### config.mk
export PLATFORM = sky130hd
export DESIGN_NAME = shared_buffer_multi_queue
export DESIGN_NICKNAME = d
export VERILOG_FILES = /design/src/rtl/core/sbmq_pkg.sv /design/src/rtl/core/sbmq_ram.sv /design/src/rtl/core/sbmq_queue_table.sv /design/src/rtl/core/shared_buffer_multi_queue.sv
export SDC_FILE = /design/constraint.sdc
export NUM_CORES = 2
export LEC_CHECK = 0
export ABC_AREA = 1
export BUFFER_PORTS_ARGS = -buffer_cell sky130_fd_sc_hd__buf_2
export CELL_PAD_IN_SITES_DETAIL_PLACEMENT = 0
export CELL_PAD_IN_SITES_GLOBAL_PLACEMENT = 2
export CORE_MARGIN = 4
export CORE_UTILIZATION = 42
export CTS_CLUSTER_DIAMETER = 150
export CTS_CLUSTER_SIZE = 20
export DETAILED_ROUTE_END_ITERATION = 6
export PLACE_DENSITY_LB_ADDON = 0.12
export SYNTH_ARGS = -nofsm -noshare
export SYNTH_HDL_FRONTEND = slang
export SYNTH_HIERARCHICAL = 1
export SYNTH_SLANG_ARGS = --single-unit
### constraint.sdc
create_clock -name clock -period 11.1 [get_ports clock]
set_clock_uncertainty 0.05 [all_clocks]
set_input_delay 1.11 -clock clock [delete_from_list [all_inputs] [get_ports clock]]
set_output_delay 1.11 -clock clock [all_outputs]
set_load 0.005 [all_outputs]
### src/rtl/core/sbmq_pkg.sv
// ----------------------------------------------------------------------------
// sbmq_pkg: shared buffer multi-queue package
// Sizes, link encoding, operation and status codes, and the queue table
// write port type shared by the control and table modules.
// ----------------------------------------------------------------------------
package sbmq_pkg;

   localparam int SLOTS   = 64;
   localparam int QUEUES  = 4;
   localparam int VALUE_W = 32;

   // slot address, and link wide enough to hold the null marker SLOTS
   localparam int SLOT_W = (SLOTS > 1) ? $clog2(SLOTS) : 1;
   localparam int LINK_W = $clog2(SLOTS + 1);
   localparam int QIDX_W = (QUEUES > 1) ? $clog2(QUEUES) : 1;

   localparam logic [LINK_W-1:0] NULL_LINK = LINK_W'(SLOTS);

   localparam logic OP_ENQ = 1'b0;
   localparam logic OP_DEQ = 1'b1;

   localparam logic [1:0] ST_OK    = 2'd0;
   localparam logic [1:0] ST_FULL  = 2'd1;
   localparam logic [1:0] ST_EMPTY = 2'd2;

   localparam logic signed [VALUE_W-1:0] EMPTY_VALUE = '1;

   typedef struct packed {
      logic              head_we;
      logic              tail_we;
      logic [QIDX_W-1:0] idx;
      logic [LINK_W-1:0] head;
      logic [SLOT_W-1:0] tail;
   } qtab_wr_type;

endpackage

### src/rtl/core/sbmq_ram.sv
// ----------------------------------------------------------------------------
// sbmq_ram: generic single-write, single-read synchronous RAM
// One write port and one read port, read data registered.
// ----------------------------------------------------------------------------
module sbmq_ram #(
   parameter int DEPTH  = 64,
   parameter int DATA_W = 32,
   parameter int ADDR_W = $clog2(DEPTH)
) (
   input  logic              clock,
   input  logic              wr_en,
   input  logic [ADDR_W-1:0] wr_addr,
   input  logic [DATA_W-1:0] wr_data,
   input  logic [ADDR_W-1:0] rd_addr,
   output logic [DATA_W-1:0] rd_data
);

   logic [DATA_W-1:0] mem [DEPTH];
   logic [DATA_W-1:0] rd_data_ff;

   always_ff @(posedge clock) begin
      if (wr_en) begin
         mem[wr_addr] <= wr_data;
      end
   end

   always_ff @(posedge clock) begin
      rd_data_ff <= mem[rd_addr];
   end

   assign rd_data = rd_data_ff;

endmodule

### src/rtl/core/sbmq_queue_table.sv
// ----------------------------------------------------------------------------
// sbmq_queue_table: per-queue head and tail pointers
// Heads reset to the null link; tails are valid only while a queue holds data.
// ----------------------------------------------------------------------------
module sbmq_queue_table (
   input  logic                                clock,
   input  logic                                reset,
   input  logic [sbmq_pkg::QIDX_W-1:0]         rd_idx,
   output logic [sbmq_pkg::LINK_W-1:0]         rd_head,
   output logic [sbmq_pkg::SLOT_W-1:0]         rd_tail,
   input  sbmq_pkg::qtab_wr_type               wr
);

   logic [sbmq_pkg::LINK_W-1:0] head_ff [sbmq_pkg::QUEUES];
   logic [sbmq_pkg::SLOT_W-1:0] tail_ff [sbmq_pkg::QUEUES];

   always_ff @(posedge clock) begin
      if (reset) begin
         for (int i = 0; i < sbmq_pkg::QUEUES; i++) begin
            head_ff[i] <= sbmq_pkg::NULL_LINK;
         end
      end else if (wr.head_we) begin
         head_ff[wr.idx] <= wr.head;
      end
   end

   // tails carry no reset
   always_ff @(posedge clock) begin
      if (wr.tail_we) begin
         tail_ff[wr.idx] <= wr.tail;
      end
   end

   assign rd_head = head_ff[rd_idx];
   assign rd_tail = tail_ff[rd_idx];

endmodule

### src/rtl/core/shared_buffer_multi_queue.sv
// ----------------------------------------------------------------------------
// shared_buffer_multi_queue: several FIFO queues in one linked slot store
// Enqueue and dequeue commands against QUEUES queues sharing SLOTS slots.
// ----------------------------------------------------------------------------
// A command (enqueue req_value_in, or dequeue) is taken when start is high and
// busy is low. Each command runs an accept cycle, which issues the read of the
// slot link RAM, and then an execute cycle, which uses that link to update the
// free list or the queue head. The answer appears as a one-cycle rsp_valid
// strobe in the cycle after execute; busy is high through execute and is
// already low then, so the next command can be taken while the answer shows.
// The receiver cannot stall: sample the result in the cycle rsp_valid is
// high. After reset, busy stays high while the link RAM is swept to build
// the initial free list 0 -> 1 -> ... -> SLOTS-1. Status is 0 ok, 1 store
// full (or bad queue number) on enqueue, 2 queue empty (or bad queue number)
// on dequeue, where value_out reads -1; enqueues answer value_out 0.
// ----------------------------------------------------------------------------
module shared_buffer_multi_queue (
   input  logic                clock,
   input  logic                reset,
   input  logic                start,
   output logic                busy,
   input  logic                req_type,
   input  logic [1:0]          req_queue_id,
   input  logic signed [31:0]  req_value_in,
   output logic                rsp_valid,
   output logic signed [31:0]  rsp_value_out,
   output logic [1:0]          rsp_status
);

   localparam int SLOT_W = sbmq_pkg::SLOT_W;
   localparam int LINK_W = sbmq_pkg::LINK_W;
   localparam int QIDX_W = sbmq_pkg::QIDX_W;
   localparam int VALUE_W = sbmq_pkg::VALUE_W;

   // controller states
   localparam logic [1:0] S_INIT = 2'd0;
   localparam logic [1:0] S_IDLE = 2'd1;
   localparam logic [1:0] S_EXEC = 2'd2;

   logic [1:0]              state_ff, state_in;
   logic [SLOT_W-1:0]       init_cnt_ff, init_cnt_in;
   logic [LINK_W-1:0]       free_head_ff, free_head_in;
   logic                    op_ff, op_in;
   logic [QIDX_W-1:0]       qidx_ff, qidx_in;
   logic                    ok_ff, ok_in;
   logic [SLOT_W-1:0]       slot_ff, slot_in;
   logic                    rsp_valid_ff, rsp_valid_in;
   logic signed [VALUE_W-1:0] rsp_value_ff, rsp_value_in;
   logic [1:0]              rsp_status_ff, rsp_status_in;

   logic                    accept;
   logic                    q_valid;
   logic                    free_ok;
   logic                    head_ok;
   logic                    enq_ok;
   logic                    deq_ok;
   logic [QIDX_W-1:0]       req_idx;

   logic [QIDX_W-1:0]       tab_rd_idx;
   logic [LINK_W-1:0]       tab_head;
   logic [SLOT_W-1:0]       tab_tail;
   sbmq_pkg::qtab_wr_type   tab_wr;

   logic                    link_we;
   logic [SLOT_W-1:0]       link_waddr;
   logic [LINK_W-1:0]       link_wdata;
   logic [SLOT_W-1:0]       link_raddr;
   logic [LINK_W-1:0]       link_rdata;
   logic [LINK_W-1:0]       link_next;

   logic                    val_we;
   logic [VALUE_W-1:0]      val_rdata;

   assign busy    = (state_ff != S_IDLE);
   assign accept  = start && !busy;
   assign req_idx = QIDX_W'(req_queue_id);
   assign q_valid = int'(req_queue_id) < sbmq_pkg::QUEUES;
   assign free_ok = free_head_ff < sbmq_pkg::NULL_LINK;
   assign head_ok = tab_head < sbmq_pkg::NULL_LINK;
   assign enq_ok  = accept && (req_type == sbmq_pkg::OP_ENQ) && q_valid && free_ok;
   assign deq_ok  = accept && (req_type == sbmq_pkg::OP_DEQ) && q_valid && head_ok;

   // look at the incoming queue while idle, the latched one while executing
   assign tab_rd_idx = (state_ff == S_IDLE) ? req_idx : qidx_ff;

   // treat any out-of-range link as null
   assign link_next = (link_rdata < sbmq_pkg::NULL_LINK) ? link_rdata : sbmq_pkg::NULL_LINK;

   // link read: next free slot for enqueue, successor of head for dequeue
   assign link_raddr = (req_type == sbmq_pkg::OP_ENQ) ? free_head_ff[SLOT_W-1:0]
                                                     : tab_head[SLOT_W-1:0];

   // link write port: init sweep, append behind tail, or push freed slot
   always_comb begin
      link_we    = 1'b0;
      link_waddr = init_cnt_ff;
      link_wdata = LINK_W'(init_cnt_ff) + LINK_W'(1);
      priority if (state_ff == S_INIT) begin
         link_we = 1'b1;
      end else if (enq_ok && head_ok) begin
         link_we    = 1'b1;
         link_waddr = tab_tail;
         link_wdata = free_head_ff;
      end else if (state_ff == S_EXEC && op_ff == sbmq_pkg::OP_DEQ && ok_ff) begin
         link_we    = 1'b1;
         link_waddr = slot_ff;
         link_wdata = free_head_ff;
      end
   end

   assign val_we = enq_ok;

   // queue table updates: enqueue at accept, dequeue head advance at execute
   always_comb begin
      tab_wr.head_we = 1'b0;
      tab_wr.tail_we = 1'b0;
      tab_wr.idx     = req_idx;
      tab_wr.head    = free_head_ff;
      tab_wr.tail    = free_head_ff[SLOT_W-1:0];
      if (enq_ok) begin
         tab_wr.tail_we = 1'b1;
         tab_wr.head_we = !head_ok;
      end else if (state_ff == S_EXEC && op_ff == sbmq_pkg::OP_DEQ && ok_ff) begin
         tab_wr.head_we = 1'b1;
         tab_wr.idx     = qidx_ff;
         // last entry leaves: the queue drops to empty
         tab_wr.head    = (slot_ff == tab_tail) ? sbmq_pkg::NULL_LINK : link_next;
      end
   end

   // sequencer, free list head and result registers
   always_comb begin
      state_in      = state_ff;
      init_cnt_in   = init_cnt_ff;
      free_head_in  = free_head_ff;
      op_in         = op_ff;
      qidx_in       = qidx_ff;
      ok_in         = ok_ff;
      slot_in       = slot_ff;
      rsp_valid_in  = 1'b0;
      rsp_value_in  = rsp_value_ff;
      rsp_status_in = rsp_status_ff;
      unique case (state_ff)
         S_INIT: begin
            init_cnt_in = init_cnt_ff + SLOT_W'(1);
            if (init_cnt_ff == SLOT_W'(sbmq_pkg::SLOTS - 1)) begin
               state_in = S_IDLE;
            end
         end
         S_IDLE: begin
            if (accept) begin
               state_in = S_EXEC;
               op_in    = req_type;
               qidx_in  = req_idx;
               ok_in    = enq_ok || deq_ok;
               slot_in  = (req_type == sbmq_pkg::OP_ENQ) ? free_head_ff[SLOT_W-1:0]
                                                          : tab_head[SLOT_W-1:0];
            end
         end
         S_EXEC: begin
            state_in     = S_IDLE;
            rsp_valid_in = 1'b1;
            if (op_ff == sbmq_pkg::OP_ENQ) begin
               rsp_value_in  = '0;
               rsp_status_in = ok_ff ? sbmq_pkg::ST_OK : sbmq_pkg::ST_FULL;
               if (ok_ff) begin
                  free_head_in = link_next;
               end
            end else begin
               rsp_value_in  = ok_ff ? $signed(val_rdata) : sbmq_pkg::EMPTY_VALUE;
               rsp_status_in = ok_ff ? sbmq_pkg::ST_OK : sbmq_pkg::ST_EMPTY;
               if (ok_ff) begin
                  free_head_in = LINK_W'(slot_ff);
               end
            end
         end
         default: begin
            state_in = S_INIT;
         end
      endcase
   end

   always_ff @(posedge clock) begin
      if (reset) begin
         state_ff     <= S_INIT;
         init_cnt_ff  <= '0;
         free_head_ff <= '0;
         rsp_valid_ff <= 1'b0;
      end else begin
         state_ff     <= state_in;
         init_cnt_ff  <= init_cnt_in;
         free_head_ff <= free_head_in;
         rsp_valid_ff <= rsp_valid_in;
      end
   end

   // payload holds, no reset
   always_ff @(posedge clock) begin
      op_ff         <= op_in;
      qidx_ff       <= qidx_in;
      ok_ff         <= ok_in;
      slot_ff       <= slot_in;
      rsp_value_ff  <= rsp_value_in;
      rsp_status_ff <= rsp_status_in;
   end

   assign rsp_valid     = rsp_valid_ff;
   assign rsp_value_out = rsp_value_ff;
   assign rsp_status    = rsp_status_ff;

   sbmq_queue_table u_queue_table (
      .clock   (clock),
      .reset   (reset),
      .rd_idx  (tab_rd_idx),
      .rd_head (tab_head),
      .rd_tail (tab_tail),
      .wr      (tab_wr)
   );

   sbmq_ram #(
      .DEPTH  (sbmq_pkg::SLOTS),
      .DATA_W (LINK_W),
      .ADDR_W (SLOT_W)
   ) u_link_ram (
      .clock   (clock),
      .wr_en   (link_we),
      .wr_addr (link_waddr),
      .wr_data (link_wdata),
      .rd_addr (link_raddr),
      .rd_data (link_rdata)
   );

   sbmq_ram #(
      .DEPTH  (sbmq_pkg::SLOTS),
      .DATA_W (VALUE_W),
      .ADDR_W (SLOT_W)
   ) u_value_ram (
      .clock   (clock),
      .wr_en   (val_we),
      .wr_addr (free_head_ff[SLOT_W-1:0]),
      .wr_data (req_value_in),
      .rd_addr (tab_head[SLOT_W-1:0]),
      .rd_data (val_rdata)
   );

`ifndef ASSERT_OFF
   // a result beat only follows an execute cycle
   a_rsp_after_exec: assert property (@(posedge clock) disable iff (reset)
      rsp_valid |-> $past(state_ff) == S_EXEC)
      else $error("result beat without execute cycle");

   // an accepted command is executed in the next cycle
   a_accept_exec: assert property (@(posedge clock) disable iff (reset)
      accept |=> state_ff == S_EXEC)
      else $error("accepted command not executed");

   // free list head is a slot or the null marker
   a_free_head_range: assert property (@(posedge clock) disable iff (reset)
      free_head_ff <= sbmq_pkg::NULL_LINK)
      else $error("free list head out of range");

   // an empty answer always carries the empty value
   a_empty_value: assert property (@(posedge clock) disable iff (reset)
      (rsp_valid && rsp_status == sbmq_pkg::ST_EMPTY) |-> rsp_value_out == sbmq_pkg::EMPTY_VALUE)
      else $error("empty status with wrong value");
`endif

endmodule
# Yosys cells after proc, flatten, opt, wreduce, memory -nomap -nowiden
# Memory sizes are Yosys's and may differ from the RTL's. A register that Yosys moved wholly into a read port is not among the register bits.
# Index checks and enable logic that the tools add are counted.
[word_totals] in_bits=38 mem_count=4 latchBits=0 ram_bits=2548 reg_bits=60 word_cells=83 out_inout_bits=36 mem_bits_ro=0
[memory_table] name="u_value_ram.mem" depth=64 width=32 rd=1 rd_ports_with_merged_regs=1 wr=1 line="sbmq_ram.sv:18" text="logic [DATA_W-1:0] mem [DEPTH];"
[memory_table] name="u_link_ram.mem" depth=64 width=7 rd=1 rd_ports_with_merged_regs=1 wr=1 line="sbmq_ram.sv:18"
[memory_table] name="u_queue_table.head_ff" depth=4 width=7 rd=1 rd_ports_with_merged_regs=0 wr=4 line="sbmq_queue_table.sv:14" text="logic [sbmq_pkg::LINK_W-1:0] head_ff [sbmq_pkg::QUEUES];"
[memory_table] name="u_queue_table.tail_ff" depth=4 width=6 rd=1 rd_ports_with_merged_regs=0 wr=1 line="sbmq_queue_table.sv:15" text="logic [sbmq_pkg::SLOT_W-1:0] tail_ff [sbmq_pkg::QUEUES];"
[classes] div=0 addsub=2 muxes=40 magnitude_cmp=3 n_eq_ne=7 bitwise=1 shift=0 n_reduce_logical=16 multipliers=0
[ops] operator="$mux W7" n=9
[ops] operator="$mux W32" n=1
[ops] operator="$mux W6" n=4
[ops] operator="$lt A7 B7 Y1 const B" n=3
[ops] operator="$mux W9" n=2
[ops] operator="$mux W1" n=17
[ops] operator="$mux W2" n=6
[ops] operator="$logic_and A1 B1 Y1" n=8
[ops] operator="$add A6 B1 Y7 const B" n=1
[ops] operator="$reduce_or A7 Y1" n=1
[ops] operator="$add A6 B1 Y6 const B" n=1
[ops] operator="$eq A6 B6 Y1" n=1
[ops] operator="$eq A6 B6 Y1 const B" n=1
[ops] operator="$pmux W2 S3" n=1
[ops] operator="$reduce_and A2 Y1" n=3
[ops] operator="$ne A2 B1 Y1 const B" n=2
[ops] operator="$eq A2 B1 Y1 const B" n=1
[ops] operator="$eq A2 B2 Y1 const B" n=1
[ops] operator="$logic_not A1 Y1" n=2
[ops] operator="$logic_not A2 Y1" n=1
[ops] operator="$ne A2 B2 Y1 const B" n=1
[ops] operator="$logic_or A1 B1 Y1" n=1
[ops] operator="$not A1 Y1" n=1

# Depth between registers and ports, before layout
[logic_depth] ltp_word=11 ltp_mapped=24 depth_no_buf=19

# Hierarchy
# Netlist, hierarchy kept.
[modules_own_cells] module="sbmq_ram at u_value_ram" cells_each=6769 seq_area_each_um2=62139.6 area_per_inst_um2=82738.1 instances=1
[modules_own_cells] module="sbmq_ram at u_link_ram" cells_each=1590 seq_area_each_um2=13593.0 area_per_inst_um2=18545.3 instances=1
[modules_own_cells] module="shared_buffer_multi_queue" cells_each=389 seq_area_each_um2=1641.6 area_per_inst_um2=3074.2 instances=1
[modules_own_cells] module="sbmq_queue_table" cells_each=259 seq_area_each_um2=1561.5 area_per_inst_um2=2453.6 instances=1

# Worst setup path before layout
# No wires, ideal clock.
[synth_timing] kind="input to register" start="in req_type" end="mem u_value_ram.mem[48][0], enable pin" stages=7 arrival_ns=5.261 required_ns=10.548 path_buffers=2 setup_ns=0.502 setup_slack_ns=5.287 cell_sequence="buf_6 inv_1 nand2_1 nor2_4 clkbuf_1 nand4_1 nor4_1"
[synth_via] elab_chain_cells=5
[synth_lines] element="start: declaration" line="shared_buffer_multi_queue.sv:22" text="input logic req_type,"
[synth_lines] element="$not A1 Y1"
[synth_lines] element="$logic_and A1 B1 Y1 (2 in a row)" line="shared_buffer_multi_queue.sv:80" text="assign enq_ok = accept && (req_type == sbmq_pkg::OP_ENQ) && q_valid && free_ok;"
[synth_lines] element="net enq_ok" line="shared_buffer_multi_queue.sv:55" text="logic enq_ok;"
[synth_lines] element="$mux W1" line="sbmq_ram.sv:22" text="if (wr_en) begin"
[synth_lines] element="$mux W1 (implied by the code)" line="sbmq_ram.sv:23" text="mem[wr_addr] <= wr_data;"
[synth_lines] element="end: declaration" line="sbmq_ram.sv:18"
# The timed path passes the listed nets, and every way through them passes these cells.

# Worst setup path in the final report
[layout_timing] start="reg state_ff[1]" end="reg u_value_ram.rd_data_ff[15], in the netlist u_value_ram/rd_data[15], read port of u_value_ram.mem"
[layout_via] elab_chain_cells=3
[layout_lines] element="start: declaration" line="shared_buffer_multi_queue.sv:40" text="logic [1:0] state_ff, state_in;"
[layout_lines] element="start signal: assignment" line="shared_buffer_multi_queue.sv:190" text="state_ff <= state_in;"
[layout_lines] element="$eq A2 B1 Y1" line="shared_buffer_multi_queue.sv:84" text="assign tab_rd_idx = (state_ff == S_IDLE) ? req_idx : qidx_ff;"
[layout_lines] element="$mux W2" line="shared_buffer_multi_queue.sv:84"
[layout_lines] element="net tab_rd_idx[1]" line="shared_buffer_multi_queue.sv:59" text="logic [QIDX_W-1:0] tab_rd_idx;"
[layout_lines] element="$mem_v2 Z4 W7"
[layout_lines] element="net tab_head[0]" line="shared_buffer_multi_queue.sv:60" text="logic [LINK_W-1:0] tab_head;"
[layout_lines] element="end: declaration" line="sbmq_ram.sv:19" text="logic [DATA_W-1:0] rd_data_ff;"
# The timed path passes the listed nets, and every way through them passes these cells.
# A chain may end at the register's enable or synchronous reset.

==> flow_summary.ini <==
[status]
status = finished clean

[logic_synthesis]
syn_area_sq_um = 107000
syn_inst = 9007
ys_seq_elements = 2647
syn_nets = 9046
synth_area_per_cell_sq_um = 11.9
synth_cell_type_count = 33
ys.warnings.count = 6
yosysSeqAreaShare_pct = 73.9

[clocking]
cts_made_buffers = 150
cts_tree = built
cts.repair.resized = 0
clock_path_buffers = 3
htree_levels = 4
post_cts_buffers = 0
clk_pin_slew_ns = 0.09
cts_hold_buf = 0
clkSinkCount = 2647
insertion_delay_ns = 0.82
cts_root_buf = clkbuf_16

[die]
die_area_sq_um = 262000
pin_count = 74
die_h_um = 512
die_w_um = 512
rows = 184
initial_utilization_pct = 42.4
fp.coreArea_sq_um = 252000

[placed_design]
numPlacedInstances = 12040
numPortBuffers = 73
preCtsSetupSlack_ns = 4.74
gp_congestion = 0.812
dp_hpwl_um = 174000

[power]
power.internal_mw = 13.7
pwr-share-clk_pct = 33.3
leakage_nw = 40.0
p_per_area_nw_per_um2 = 151
ir_worst_vdd_mv = 0.117
p_sw_share_pct = 21.3
p_switching_mw = 3.70
power_frac_comb_pct = 3.5
p_seq_share_pct = 63.2

[drt]
drt_iter0_markers = 6631
wl_um = 334000
vias = 68304
dr.pass1.iters = 7
drc = 0
vias_per_cell = 5.56
drtAntennaViolNets = 0
wl_per_cell_um = 27.2

[global_route]
grt_max_degree = 222
gr-usage-met3_pct = 2.65
grt-ovfl-total = 0
grt_util_met1_pct = 34.8
antenna_found_initial = 12
grt_util_all_layers_pct = 24.9
met2_usage_pct = 41.4
top_usage_layer = met2
grt_pass1_wl_um = 479000
grt_pass1_vias = 64854

[sta]
drv_slew = 0
fmax_mhz = 177
grt_setup_unrepaired = false
max_slew.worst_pin.slew_ns = 1.31
finalWorstSetupSlack_ns = 5.44
hold_violations = 0
whs_ns = 0.428
final.period_utilization_pct = 51.0
setup_viol = 0
period_minus_slack_ns = 5.66
slew_headroom_pct = 12.6
fin_setup_tns_ns = 0

[setup_path]
cp_max_fo = 178
startpoint_type = register
crit_arrival_ns = 6.37
critPathKind = register to register
cp.required_ns = 11.80
end_kind = register
rrSetupSlack_ns = 5.44

[final_layout]
drive_above_1_share_pct = 5.98
area_growth_pct = 7.52
final_cells = 12283
layout.nets = 8883
final_core_util_pct = 45.6

[min_path]
min_path_type = register to register

[run]
max-cap-violations = 0
[area by class of cell]
| cell class | count | area (sq um) |
|---|---|---|
| inverters | 127 | 527 |
| clock inverters | 4 | 42.5 |
| flip-flops and latches | 2647 | 78900 |
| multi-input cells | 5664 | 25100 |
| well taps | 3348 | 4190 |
| fillers | 23062 | 137000 |
| diodes | 7 | 17.5 |
| repair buffers | 254 | 1900 |
| clock buffers | 232 | 4170 |
[cells by family (layout without fill, tap and decap cells)]
logic type | Yosys count | after routing | synth area share [%]
other | 0 | 7 | 0
flip-flops | 2647 | 2647 | 73.9
XOR/XNOR | 3 | 3 | 0.0246
AND/OR/NAND/NOR | 5608 | 5608 | 22.6
buffers and inverters | 696 | 617 | 3.21
AO/OA/AOI/OAI | 52 | 52 | 0.259
adder cells (fa/ha/maj) | 1 | 1 | 0.0117
[Yosys cell counts]
| master | instances | share of area [%] |
|---|---|---|
| nand2_1 | 3010 | 11 |
| edfxtp_1 | 2592 | 73 |
| nand3_1 | 2326 | 11 |
| buf_2 | 334 | 1.6 |
| nor2_1 | 218 | 0.77 |
| inv_1 | 116 | 0.41 |
| clkbuf_1 | 100 | 0.35 |
| buf_4 | 65 | 0.46 |
| dfxtp_1 | 55 | 1.0 |
| buf_1 | 51 | 0.18 |
| o21ai_0 | 30 | 0.14 |
| nand4_1 | 18 | 0.11 |
| a21oi_1 | 16 | 0.075 |
| nor4_1 | 16 | 0.094 |
| buf_6 | 15 | 0.16 |
| nand2_2 | 12 | 0.070 |
| inv_2 | 6 | 0.021 |
| nor2_4 | 4 | 0.042 |
| buf_8 | 3 | 0.042 |
| xor2_1 | 3 | 0.025 |
| clkinv_1 | 2 | 0.0070 |
| inv_4 | 2 | 0.012 |
| nand2_4 | 2 | 0.021 |
| o21ai_2 | 2 | 0.016 |
| a21oi_2 | 1 | 0.0082 |
| clkbuf_2 | 1 | 0.0047 |
| ha_1 | 1 | 0.012 |
| inv_6 | 1 | 0.0082 |
| nand3_2 | 1 | 0.0094 |
| nor3_1 | 1 | 0.0047 |
| o21ai_1 | 1 | 0.0047 |
| o21bai_1 | 1 | 0.0070 |
| o31ai_1 | 1 | 0.0070 |
[registers in the layout, summed over array words and instances (netlist names), 6 cells and up]
name                   count
rsp_value_out             32
u_queue_table/head_ff     28
init_cnt_ff                6
u_link_ram/mem           448
u_value_ram/mem         2048
free_head_ff               7
slot_ff                    6
u_queue_table/tail_ff     24
u_link_ram/rd_data         7
u_value_ram/rd_data       32
[path summary, 6_finish.rpt]
path,from,to,depth (start not counted)
setup / recovery,state_ff[1],u_value_ram/rd_data[15],15
hold / removal,free_head_ff[6],free_head_ff[6],2
setup reg to reg,state_ff[1],u_value_ram/rd_data[15],15
hold reg to reg,free_head_ff[6],free_head_ff[6],2
[layout by cell type, fill, tap and decap left out, types with 2 or more instances in the layout]
cell type,synthesis,layout
nor2_1,218,162
nand2_1,3010,2997
a21oi_1,16,15
nor4_2,0,12
o21ai_1,1,2
inv_1,116,111
inv_6,1,6
xor2_1,3,3
inv_8,0,2
clkinv_1,2,2
nand4_1,18,18
buf_12,0,14
buf_2,334,73
clkbuf_1,100,77
nand3_1,2326,2326
o21ai_0,30,26
dfxtp_1,55,55
nand2_4,2,14
buf_4,65,167
nor2_4,4,60
nand2_2,12,13
diode_2,0,7
inv_2,6,6
nor4_1,16,4
o21ai_4,0,2
clkbuf_16,0,155
edfxtp_1,2592,2592
o21ai_2,2,3
[per-layer routing]
metal | up-vias | part of all wire, %
li1 | 31264 | -
met1 | 34693 | 44
met2 | 1956 | 48
met3 | 387 | 5.0
met4 | 4 | 3.2
met5 | - | 0.010
[worst max-delay path: stages (launching register included)]
cell and delay, ns:
dfxtp_1 0.44, nor2_4 0.08, o21ai_1 0.89, nand3_1 0.26, nand2_4 0.36, buf_12 0.52
buf_4 0.69, buf_4 0.76, nand2_1 0.10, nand3_1 0.12, nand3_1 0.08, nand3_1 0.13
nand3_1 0.27, nand2_1 0.23, nand2_1 0.14, nand2_1 0.11
[per-stage QoR]
step	total power, mW	cell area, sq um
after floorplan	11.5	107000
after global placement	11.8	111000
after detailed placement	11.8	111000
after CTS	17.6	115000
after global routing	18.0	115000
final	17.4	115000
[power by group through the flow]
stage	clock network, mW	registers (mW)	logic, mW
after floorplan	0	11.2	0.300
after global placement	0	11.2	0.614
after detailed placement	0	11.2	0.617
after CTS	5.96	11.0	0.618
after global routing	6.30	11.0	0.668
final	5.79	11.0	0.609
No activity file was read; power rests on OpenSTA's default activity.
